## src/hw/rtl/mm4_pkg.sv

```systemverilog
// ----------------------------------------------------------------------------
// mm4_pkg
// shared types and constants for the 4x4 matrix multiplier
// ----------------------------------------------------------------------------
`default_nettype none

package mm4_pkg;

  localparam int unsigned DataW     = 32;
  localparam int unsigned FracBits  = 16;
  localparam int unsigned HalfDepth = 16;
  localparam int unsigned AddrW     = 4;
  localparam int unsigned IdxW      = 4;
  localparam int unsigned AccW      = 2 * DataW + 2;

  typedef enum logic [1:0] {
    ST_LOAD,
    ST_RUN,
    ST_DRAIN
  } mm4_state_e;

  // tag that travels with each multiply-accumulate step
  typedef struct packed {
    logic            valid;
    logic            first;
    logic            last;
    logic [IdxW-1:0] index;
  } mm4_tag_t;

endpackage

`default_nettype wire

```

## src/hw/rtl/mm4_ram.sv

```systemverilog
// ----------------------------------------------------------------------------
// mm4_ram
// generic single-port-write, single-port-read ram with registered read
// ----------------------------------------------------------------------------
`default_nettype none

module mm4_ram #(
  parameter int unsigned Width = 32,
  parameter int unsigned Depth = 16
) (
  input  wire logic                     clk_i,
  input  wire logic                     we_i,
  input  wire logic [$clog2(Depth)-1:0] waddr_i,
  input  wire logic [Width-1:0]         wdata_i,
  input  wire logic [$clog2(Depth)-1:0] raddr_i,
  output logic      [Width-1:0]         rdata_o
);

  logic [Width-1:0] mem_q [Depth];

  always_ff @(posedge clk_i) begin
    if (we_i) begin
      mem_q[waddr_i] <= wdata_i;
    end
    rdata_o <= mem_q[raddr_i];
  end

endmodule

`default_nettype wire

```

## src/hw/rtl/mm4_seq.sv

```systemverilog
// ----------------------------------------------------------------------------
// mm4_seq
// load counter, control state machine and read address generation
// ----------------------------------------------------------------------------
`default_nettype none

module mm4_seq (
  input  wire logic                      clk_i,
  input  wire logic                      rst_ni,
  input  wire logic                      start_i,
  input  wire logic                      fin_i,
  output logic                           busy_o,
  output logic                           we_a_o,
  output logic                           we_b_o,
  output logic      [mm4_pkg::AddrW-1:0] waddr_o,
  output logic      [mm4_pkg::AddrW-1:0] raddr_a_o,
  output logic      [mm4_pkg::AddrW-1:0] raddr_b_o,
  output mm4_pkg::mm4_tag_t              tag_o
);

  mm4_pkg::mm4_state_e state_q, state_d;
  logic [mm4_pkg::AddrW:0]     load_q, load_d;
  logic [2*mm4_pkg::AddrW-3:0] step_q, step_d;
  mm4_pkg::mm4_tag_t           tag_q, tag_d;
  logic                        accept;

  assign accept = start_i & (state_q == mm4_pkg::ST_LOAD);
  assign busy_o = (state_q != mm4_pkg::ST_LOAD);

  assign we_a_o  = accept & ~load_q[mm4_pkg::AddrW];
  assign we_b_o  = accept & load_q[mm4_pkg::AddrW];
  assign waddr_o = load_q[mm4_pkg::AddrW-1:0];

  // step = {i, j, k}
  assign raddr_a_o = {step_q[5:4], step_q[1:0]};
  assign raddr_b_o = {step_q[1:0], step_q[3:2]};

  always_comb begin
    state_d = state_q;
    load_d  = load_q;
    step_d  = step_q;
    tag_d   = '0;
    case (state_q)
      mm4_pkg::ST_LOAD: begin
        if (accept) begin
          load_d = load_q + 1'b1;
          if (&load_q) begin
            state_d = mm4_pkg::ST_RUN;
            step_d  = '0;
          end
        end
      end
      mm4_pkg::ST_RUN: begin
        tag_d.valid = 1'b1;
        tag_d.first = (step_q[1:0] == 2'd0);
        tag_d.last  = (step_q[1:0] == 2'd3);
        tag_d.index = step_q[5:2];
        step_d      = step_q + 1'b1;
        if (&step_q) begin
          state_d = mm4_pkg::ST_DRAIN;
        end
      end
      mm4_pkg::ST_DRAIN: begin
        if (fin_i) begin
          state_d = mm4_pkg::ST_LOAD;
        end
      end
      default: begin
        state_d = mm4_pkg::ST_LOAD;
      end
    endcase
  end

  always_ff @(posedge clk_i or negedge rst_ni) begin
    if (!rst_ni) begin
      state_q <= mm4_pkg::ST_LOAD;
      load_q  <= '0;
      step_q  <= '0;
      tag_q   <= '0;
    end else begin
      state_q <= state_d;
      load_q  <= load_d;
      step_q  <= step_d;
      tag_q   <= tag_d;
    end
  end

  // tag lines up with the registered ram read data
  assign tag_o = tag_q;

endmodule

`default_nettype wire

```

## src/hw/rtl/mm4_mac.sv

```systemverilog
// ----------------------------------------------------------------------------
// mm4_mac
// multiply, accumulate over k, shift and saturate one product element
// ----------------------------------------------------------------------------
`default_nettype none

module mm4_mac #(
  parameter int unsigned FracBits = mm4_pkg::FracBits
) (
  input  wire logic                           clk_i,
  input  wire logic                           rst_ni,
  input  wire logic      [mm4_pkg::DataW-1:0] a_i,
  input  wire logic      [mm4_pkg::DataW-1:0] b_i,
  input  wire mm4_pkg::mm4_tag_t              tag_i,
  output logic                                fin_o,
  output logic                                valid_o,
  output logic signed    [mm4_pkg::DataW-1:0] product_element_o,
  output logic           [mm4_pkg::IdxW-1:0]  product_index_o,
  output logic                                last_of_matrix_o
);

  localparam int unsigned AccW  = mm4_pkg::AccW;
  localparam int unsigned ProdW = 2 * mm4_pkg::DataW;

  logic signed [ProdW-1:0] prod_q;
  logic signed [AccW-1:0]  acc_q, acc_d, prod_ext, shifted;
  mm4_pkg::mm4_tag_t       ptag_q, atag_q;
  logic                    done;
  logic                    in_range;
  logic [mm4_pkg::DataW-1:0] sat;
  logic                    valid_q, last_q;
  logic [mm4_pkg::DataW-1:0] elem_q;
  logic [mm4_pkg::IdxW-1:0]  idx_q;

  always_ff @(posedge clk_i) begin
    prod_q <= $signed(a_i) * $signed(b_i);
  end

  assign prod_ext = {{(AccW-ProdW){prod_q[ProdW-1]}}, prod_q};
  assign acc_d    = ptag_q.first ? prod_ext : acc_q + prod_ext;

  always_ff @(posedge clk_i) begin
    if (ptag_q.valid) begin
      acc_q <= acc_d;
    end
  end

  assign shifted  = acc_q >>> FracBits;
  assign in_range = (&shifted[AccW-1:mm4_pkg::DataW-1])
                  | ~(|shifted[AccW-1:mm4_pkg::DataW-1]);
  assign sat = in_range ? shifted[mm4_pkg::DataW-1:0]
             : (shifted[AccW-1] ? {1'b1, {(mm4_pkg::DataW-1){1'b0}}}
                                : {1'b0, {(mm4_pkg::DataW-1){1'b1}}});

  assign done  = atag_q.valid & atag_q.last;
  assign fin_o = done & (&atag_q.index);

  always_ff @(posedge clk_i or negedge rst_ni) begin
    if (!rst_ni) begin
      ptag_q  <= '0;
      atag_q  <= '0;
      valid_q <= 1'b0;
    end else begin
      ptag_q  <= tag_i;
      atag_q  <= ptag_q;
      valid_q <= done;
    end
  end

  always_ff @(posedge clk_i) begin
    if (done) begin
      elem_q <= sat;
      idx_q  <= atag_q.index;
      last_q <= &atag_q.index;
    end
  end

  assign valid_o           = valid_q;
  assign product_element_o = elem_q;
  assign product_index_o   = idx_q;
  assign last_of_matrix_o  = last_q;

endmodule

`default_nettype wire

```

## src/hw/rtl/matrix4x4_multiply_top.sv

```systemverilog
// ----------------------------------------------------------------------------
// matrix4x4_multiply_top
// 4x4 signed fixed point matrix multiply, C = A * B
// ----------------------------------------------------------------------------
// usage:
//   a request is taken at a rising edge with start_i high and busy_o low;
//   element_value_i carries one element, 16 of A then 16 of B, row-major
//   each element is written to the A or B ram at the edge that takes it
//   after the 32nd element busy_o rises and the 64 multiply-accumulate
//   steps run through one shared multiplier, one step per cycle, with
//   operands read from the two rams
//   results leave in row-major order, each on valid_o for one cycle with
//   product_index_o and last_of_matrix_o; they cannot be held off
//   each result follows its four multiply-accumulate steps through the tag
//   and ram read, product, accumulator and output registers
//   busy_o falls as the last result is written to the output registers
//   reset clears the load counter and control; ram contents are not cleared
// ----------------------------------------------------------------------------
`default_nettype none

module matrix4x4_multiply_top #(
  parameter int unsigned FracBits = mm4_pkg::FracBits
) (
  input  wire logic                             clk_i,
  input  wire logic                             rst_ni,
  input  wire logic                             start_i,
  output logic                                  busy_o,
  input  wire logic signed [mm4_pkg::DataW-1:0] element_value_i,
  output logic                                  valid_o,
  output logic signed      [mm4_pkg::DataW-1:0] product_element_o,
  output logic             [mm4_pkg::IdxW-1:0]  product_index_o,
  output logic                                  last_of_matrix_o
);

  logic                      we_a, we_b, fin;
  logic [mm4_pkg::AddrW-1:0] waddr, raddr_a, raddr_b;
  logic [mm4_pkg::DataW-1:0] rdata_a, rdata_b;
  mm4_pkg::mm4_tag_t         tag;

  mm4_seq u_seq (
    .clk_i     (clk_i),
    .rst_ni    (rst_ni),
    .start_i   (start_i),
    .fin_i     (fin),
    .busy_o    (busy_o),
    .we_a_o    (we_a),
    .we_b_o    (we_b),
    .waddr_o   (waddr),
    .raddr_a_o (raddr_a),
    .raddr_b_o (raddr_b),
    .tag_o     (tag)
  );

  mm4_ram #(
    .Width (mm4_pkg::DataW),
    .Depth (mm4_pkg::HalfDepth)
  ) u_ram_a (
    .clk_i   (clk_i),
    .we_i    (we_a),
    .waddr_i (waddr),
    .wdata_i (element_value_i),
    .raddr_i (raddr_a),
    .rdata_o (rdata_a)
  );

  mm4_ram #(
    .Width (mm4_pkg::DataW),
    .Depth (mm4_pkg::HalfDepth)
  ) u_ram_b (
    .clk_i   (clk_i),
    .we_i    (we_b),
    .waddr_i (waddr),
    .wdata_i (element_value_i),
    .raddr_i (raddr_b),
    .rdata_o (rdata_b)
  );

  mm4_mac #(
    .FracBits (FracBits)
  ) u_mac (
    .clk_i             (clk_i),
    .rst_ni            (rst_ni),
    .a_i               (rdata_a),
    .b_i               (rdata_b),
    .tag_i             (tag),
    .fin_o             (fin),
    .valid_o           (valid_o),
    .product_element_o (product_element_o),
    .product_index_o   (product_index_o),
    .last_of_matrix_o  (last_of_matrix_o)
  );

endmodule

`default_nettype wire

```

## config.mk

```make
export PLATFORM = sky130hd
export DESIGN_NAME = matrix4x4_multiply_top
export DESIGN_NICKNAME = d
export VERILOG_FILES = /design/src/hw/rtl/mm4_pkg.sv /design/src/hw/rtl/mm4_ram.sv /design/src/hw/rtl/mm4_seq.sv /design/src/hw/rtl/mm4_mac.sv /design/src/hw/rtl/matrix4x4_multiply_top.sv
export SDC_FILE = /design/constraint.sdc
export NUM_CORES = 2
export LEC_CHECK = 0
export BUFFER_PORTS_ARGS = -buffer_cell sky130_fd_sc_hd__buf_2
export CAP_MARGIN = 5
export CORE_MARGIN = 2
export CORE_UTILIZATION = 27
export DETAILED_ROUTE_END_ITERATION = 8
export SLEW_MARGIN = 10
export SYNTH_ARGS = -nofsm -noshare
export SYNTH_HDL_FRONTEND = slang
export SYNTH_SLANG_ARGS = --single-unit
```

## constraint.sdc

```tcl
create_clock -name clk_i -period 20.6 [get_ports clk_i]
set_input_delay 1.03 -clock clk_i [delete_from_list [all_inputs] [get_ports clk_i]]
set_output_delay 1.03 -clock clk_i [all_outputs]
set_load 0.005 [all_outputs]
```

==> results.cfg <==
[logic_synthesis]
yosys.area_share.simple_pct = 8.46
avgSynthCellArea_sq_um = 13.5
ys_seq_area_share_pct = 43.2
synth_top_flop_cell = edfxtp_1
yosys.cell_count.top_type = edfxtp_1
synthArstFlopShare_pct = 2.64
synth_top_family_by_area = adder cells
syn_inst = 6375
syn_area_sq_mm = 0.0862
synth_cell_types = 85
synth_edf_count = 1127
synth_common_cells = edfxtp_1, fa_1, inv_1, nand2_1, and2_1
synthAdderAreaFrac_pct = 28.9
yosys_warnings = 0
synth_compound_area_share_pct = 3.79
synthXorXnorAreaFrac_pct = 1.39
synth_nets = 7749
ys_ff_latch = 1289
yosysTopAreaCell = edfxtp_1
synth_mux_area_share_pct = 8.46
synth_top_cell_area_share_pct = 39.3
ys_top_cells_by_area = edfxtp_1, fa_1, mux4_2, inv_1, and2_1

[clock_tree]
cts_resized = 0
cts_tree = done
clk_latency_ns = 0.78
holdBufCountCts = 0
cts_root_buffer = clkbuf_16
cts.reportedPaths.clkPinSlew_ns = 0.08
clk_path_buf_depth = 3
h-tree-depth = 3
post_cts_buffers = 0
cts_sinks = 1289
cts_made_buffers = 117

[placement]
place.gp.congestion = 0.844
dpl_cell_area_sq_mm = 0.0915
dp_hpwl_microns = 143000
io_buffer_count = 73

[die]
pin_count = 74
die_h_microns = 569
rows = 207
coreArea_sq_mm = 0.318
start_util_pct = 27.1
die_area_sq_mm = 0.324
die_w_microns = 569

[drt]
drt-initial-drc-count = 4284
via_per_inst = 4.61
drcViolationCount = 0
wl_per_cell_microns = 20.0
vias = 49033
dr.pass1.iters = 5
drt_wl_total_microns = 212000
antenna_left = 0

[status]
outcome = completed

[worst_setup_path]
crit_type = flip-flop to flip-flop
required_ns = 21.25
path_cells = buf_4 > nand2_1 > inv_1 > fa_1 > fa_1 > fa_1 > fa_1 > inv_1 > fa_1 > inv_1 > fa_1 > fa_1 > fa_1 > ha_1 > a21o_1 > a211oi_1 > o21ai_0 > a41oi_2 > nand2_1 > a41o_1 > a211oi_2 > xnor2_1
r2r_slack_ns = 12.24
cp_num_buf_inv = 4
slowest_delay_ns = 1.07
arrival_ns = 9.01
slowest_stage = fa_1
endpoint_kind = flip-flop
cp_max_fo = 32
crit_path_frequent_cell = fa_1
worstSetupStartpointType = flip-flop
crit_family = adder cells

[layout]
drive_gt1_share_pct = 11.7
fin_area_sq_mm = 0.0954
nets = 7731
syn2layout_area_growth_pct = 10.7
utilization_pct = 30.0

[timing]
timing.slew.headroom_pct = 22.4
fmax_mhz = 120
fin_crit_ns = 8.36
setup_tns_ns = 0
hold_violations = 0
fin_skew_ns = 0.0797
finalSetupViolCount = 0
finalCritPeriodShare_pct = 40.6
tightest_slew_ns = 1.16
rsz0062_at_grt = no
slew_violations = 0

[global_routing]
grt_pass1_vias = 53596
grt_pass1_wl_microns = 329000
track_usage_pct = 13.1
grt_remaining_overflow = 0
grt_max_degree = 109
antenna_found_initial = 25

[run]
cap_viol_max_count = 0

[worst_hold_path]
min_path_type = flip-flop to flip-flop
==> registers in the layout (all words and copies together) (netlist names) <==
signal	flops
u_ram_b.rdata_o	32
u_mac.valid_o	1
u_mac.last_of_matrix_o	1
u_seq.step_q	6
u_mac.product_index_o	4
u_seq.load_q	5
u_mac.acc_q	66
u_seq.tag_o	7
u_mac.atag_q	6
u_ram_a.mem_q	512
u_mac.prod_q	64
u_ram_b.mem_q	512
u_ram_a.rdata_o	32
u_seq.state_q	2
u_mac.ptag_q	7
u_mac.product_element_o	32
==> cell usage in the layout (no fill, tap or decap), drive strengths merged, types with 10 or more instances in the layout <==
cell	instances
fa	1083
a211oi	13
clkinv	38
nand4	34
buf	184
mux4	320
nand2b	17
o21bai	22
nand3	31
o21a	10
nor3	22
edfxtp	1127
inv	1003
dfxtp	128
nand2	627
a21oi	136
o21ai	145
dfrtp	34
a21o	108
nor2	86
and2	546
clkbuf	173
and3	21
ha	256
nor2b	36
xnor2	87
a31oi	21
xor2	50
==> cells by family after synthesis <==
| group | Yosys count |
|---|---|
| simple gates | 1452 |
| fa+ha+maj | 1339 |
| buf+inv | 1317 |
| flops | 1289 |
| compound gates | 514 |
| mux | 327 |
| xor+xnor | 137 |
==> path summary, 6_finish.rpt <==
check | cells after the start | endpoint | startpoint
min in group asynchronous | 1 | u_mac.atag_q[3]$_DFF_PN0_ | rst_ni
hold reg to reg | 0 | u_mac.atag_q[0]$_DFF_PN0_ | u_mac.ptag_q[0]$_DFF_PN0_
hold / removal | 0 | u_mac.atag_q[0]$_DFF_PN0_ | u_mac.ptag_q[0]$_DFF_PN0_
max in group asynchronous | 1 | u_mac.ptag_q[5]$_DFF_PN0_ | rst_ni
setup reg to reg | 22 | u_mac.prod_q[63]$_DFF_P_ | u_ram_a.rdata_o[31]$_DFF_P_
setup / recovery | 22 | u_mac.prod_q[63]$_DFF_P_ | u_ram_a.rdata_o[31]$_DFF_P_
==> through the flow <==
stage	hold WS (ns)	cells	setup slack [ns]
after global placement	0.338	10418	12.24
final	0.350	10644	12.24
after floorplan	0.331	6375	13.15
after detailed placement	0.336	10418	12.22
after global routing	0.365	10641	11.82
after CTS	0.315	10641	12.18
==> worst reg2reg max path, stage by stage, from the launching register on <==
cell and delay (ns):
dfxtp_1 0.32, buf_4 0.40, nand2_1 0.20, inv_1 0.16
fa_1 0.46, fa_1 0.50, fa_1 0.75, fa_1 1.08
inv_1 0.38, fa_1 0.58, inv_1 0.06, fa_1 0.55
fa_1 0.44, fa_1 0.48, ha_1 0.37, a21o_1 0.23
a211oi_1 0.22, o21ai_0 0.13, a41oi_2 0.21, nand2_1 0.13
a41o_1 0.30, a211oi_2 0.22, xnor2_1 0.13
==> area by class of cell <==
class,instances,area [sq um]
antenna,3,7.51
clock buffer,173,3380
clock inverter,50,502
fill,31395,222000
inverter,996,3740
multi-input combinational,3769,44100
sequential,1289,37300
tap,4180,5230
timing repair buffer,184,1200
==> layer usage <==
layer	vias to the layer above	routed length, microns	GRT usage (%)
met5	-	55	0
met2	1531	99800	21.5
met4	8	3290	2.31
met3	249	13500	2.16
li1	21157	-	-
met1	26088	95800	18.5
Power is left out: the tool's default activity adds up to more than one toggle a clock period on the data nets, which glitch-free logic cannot reach.
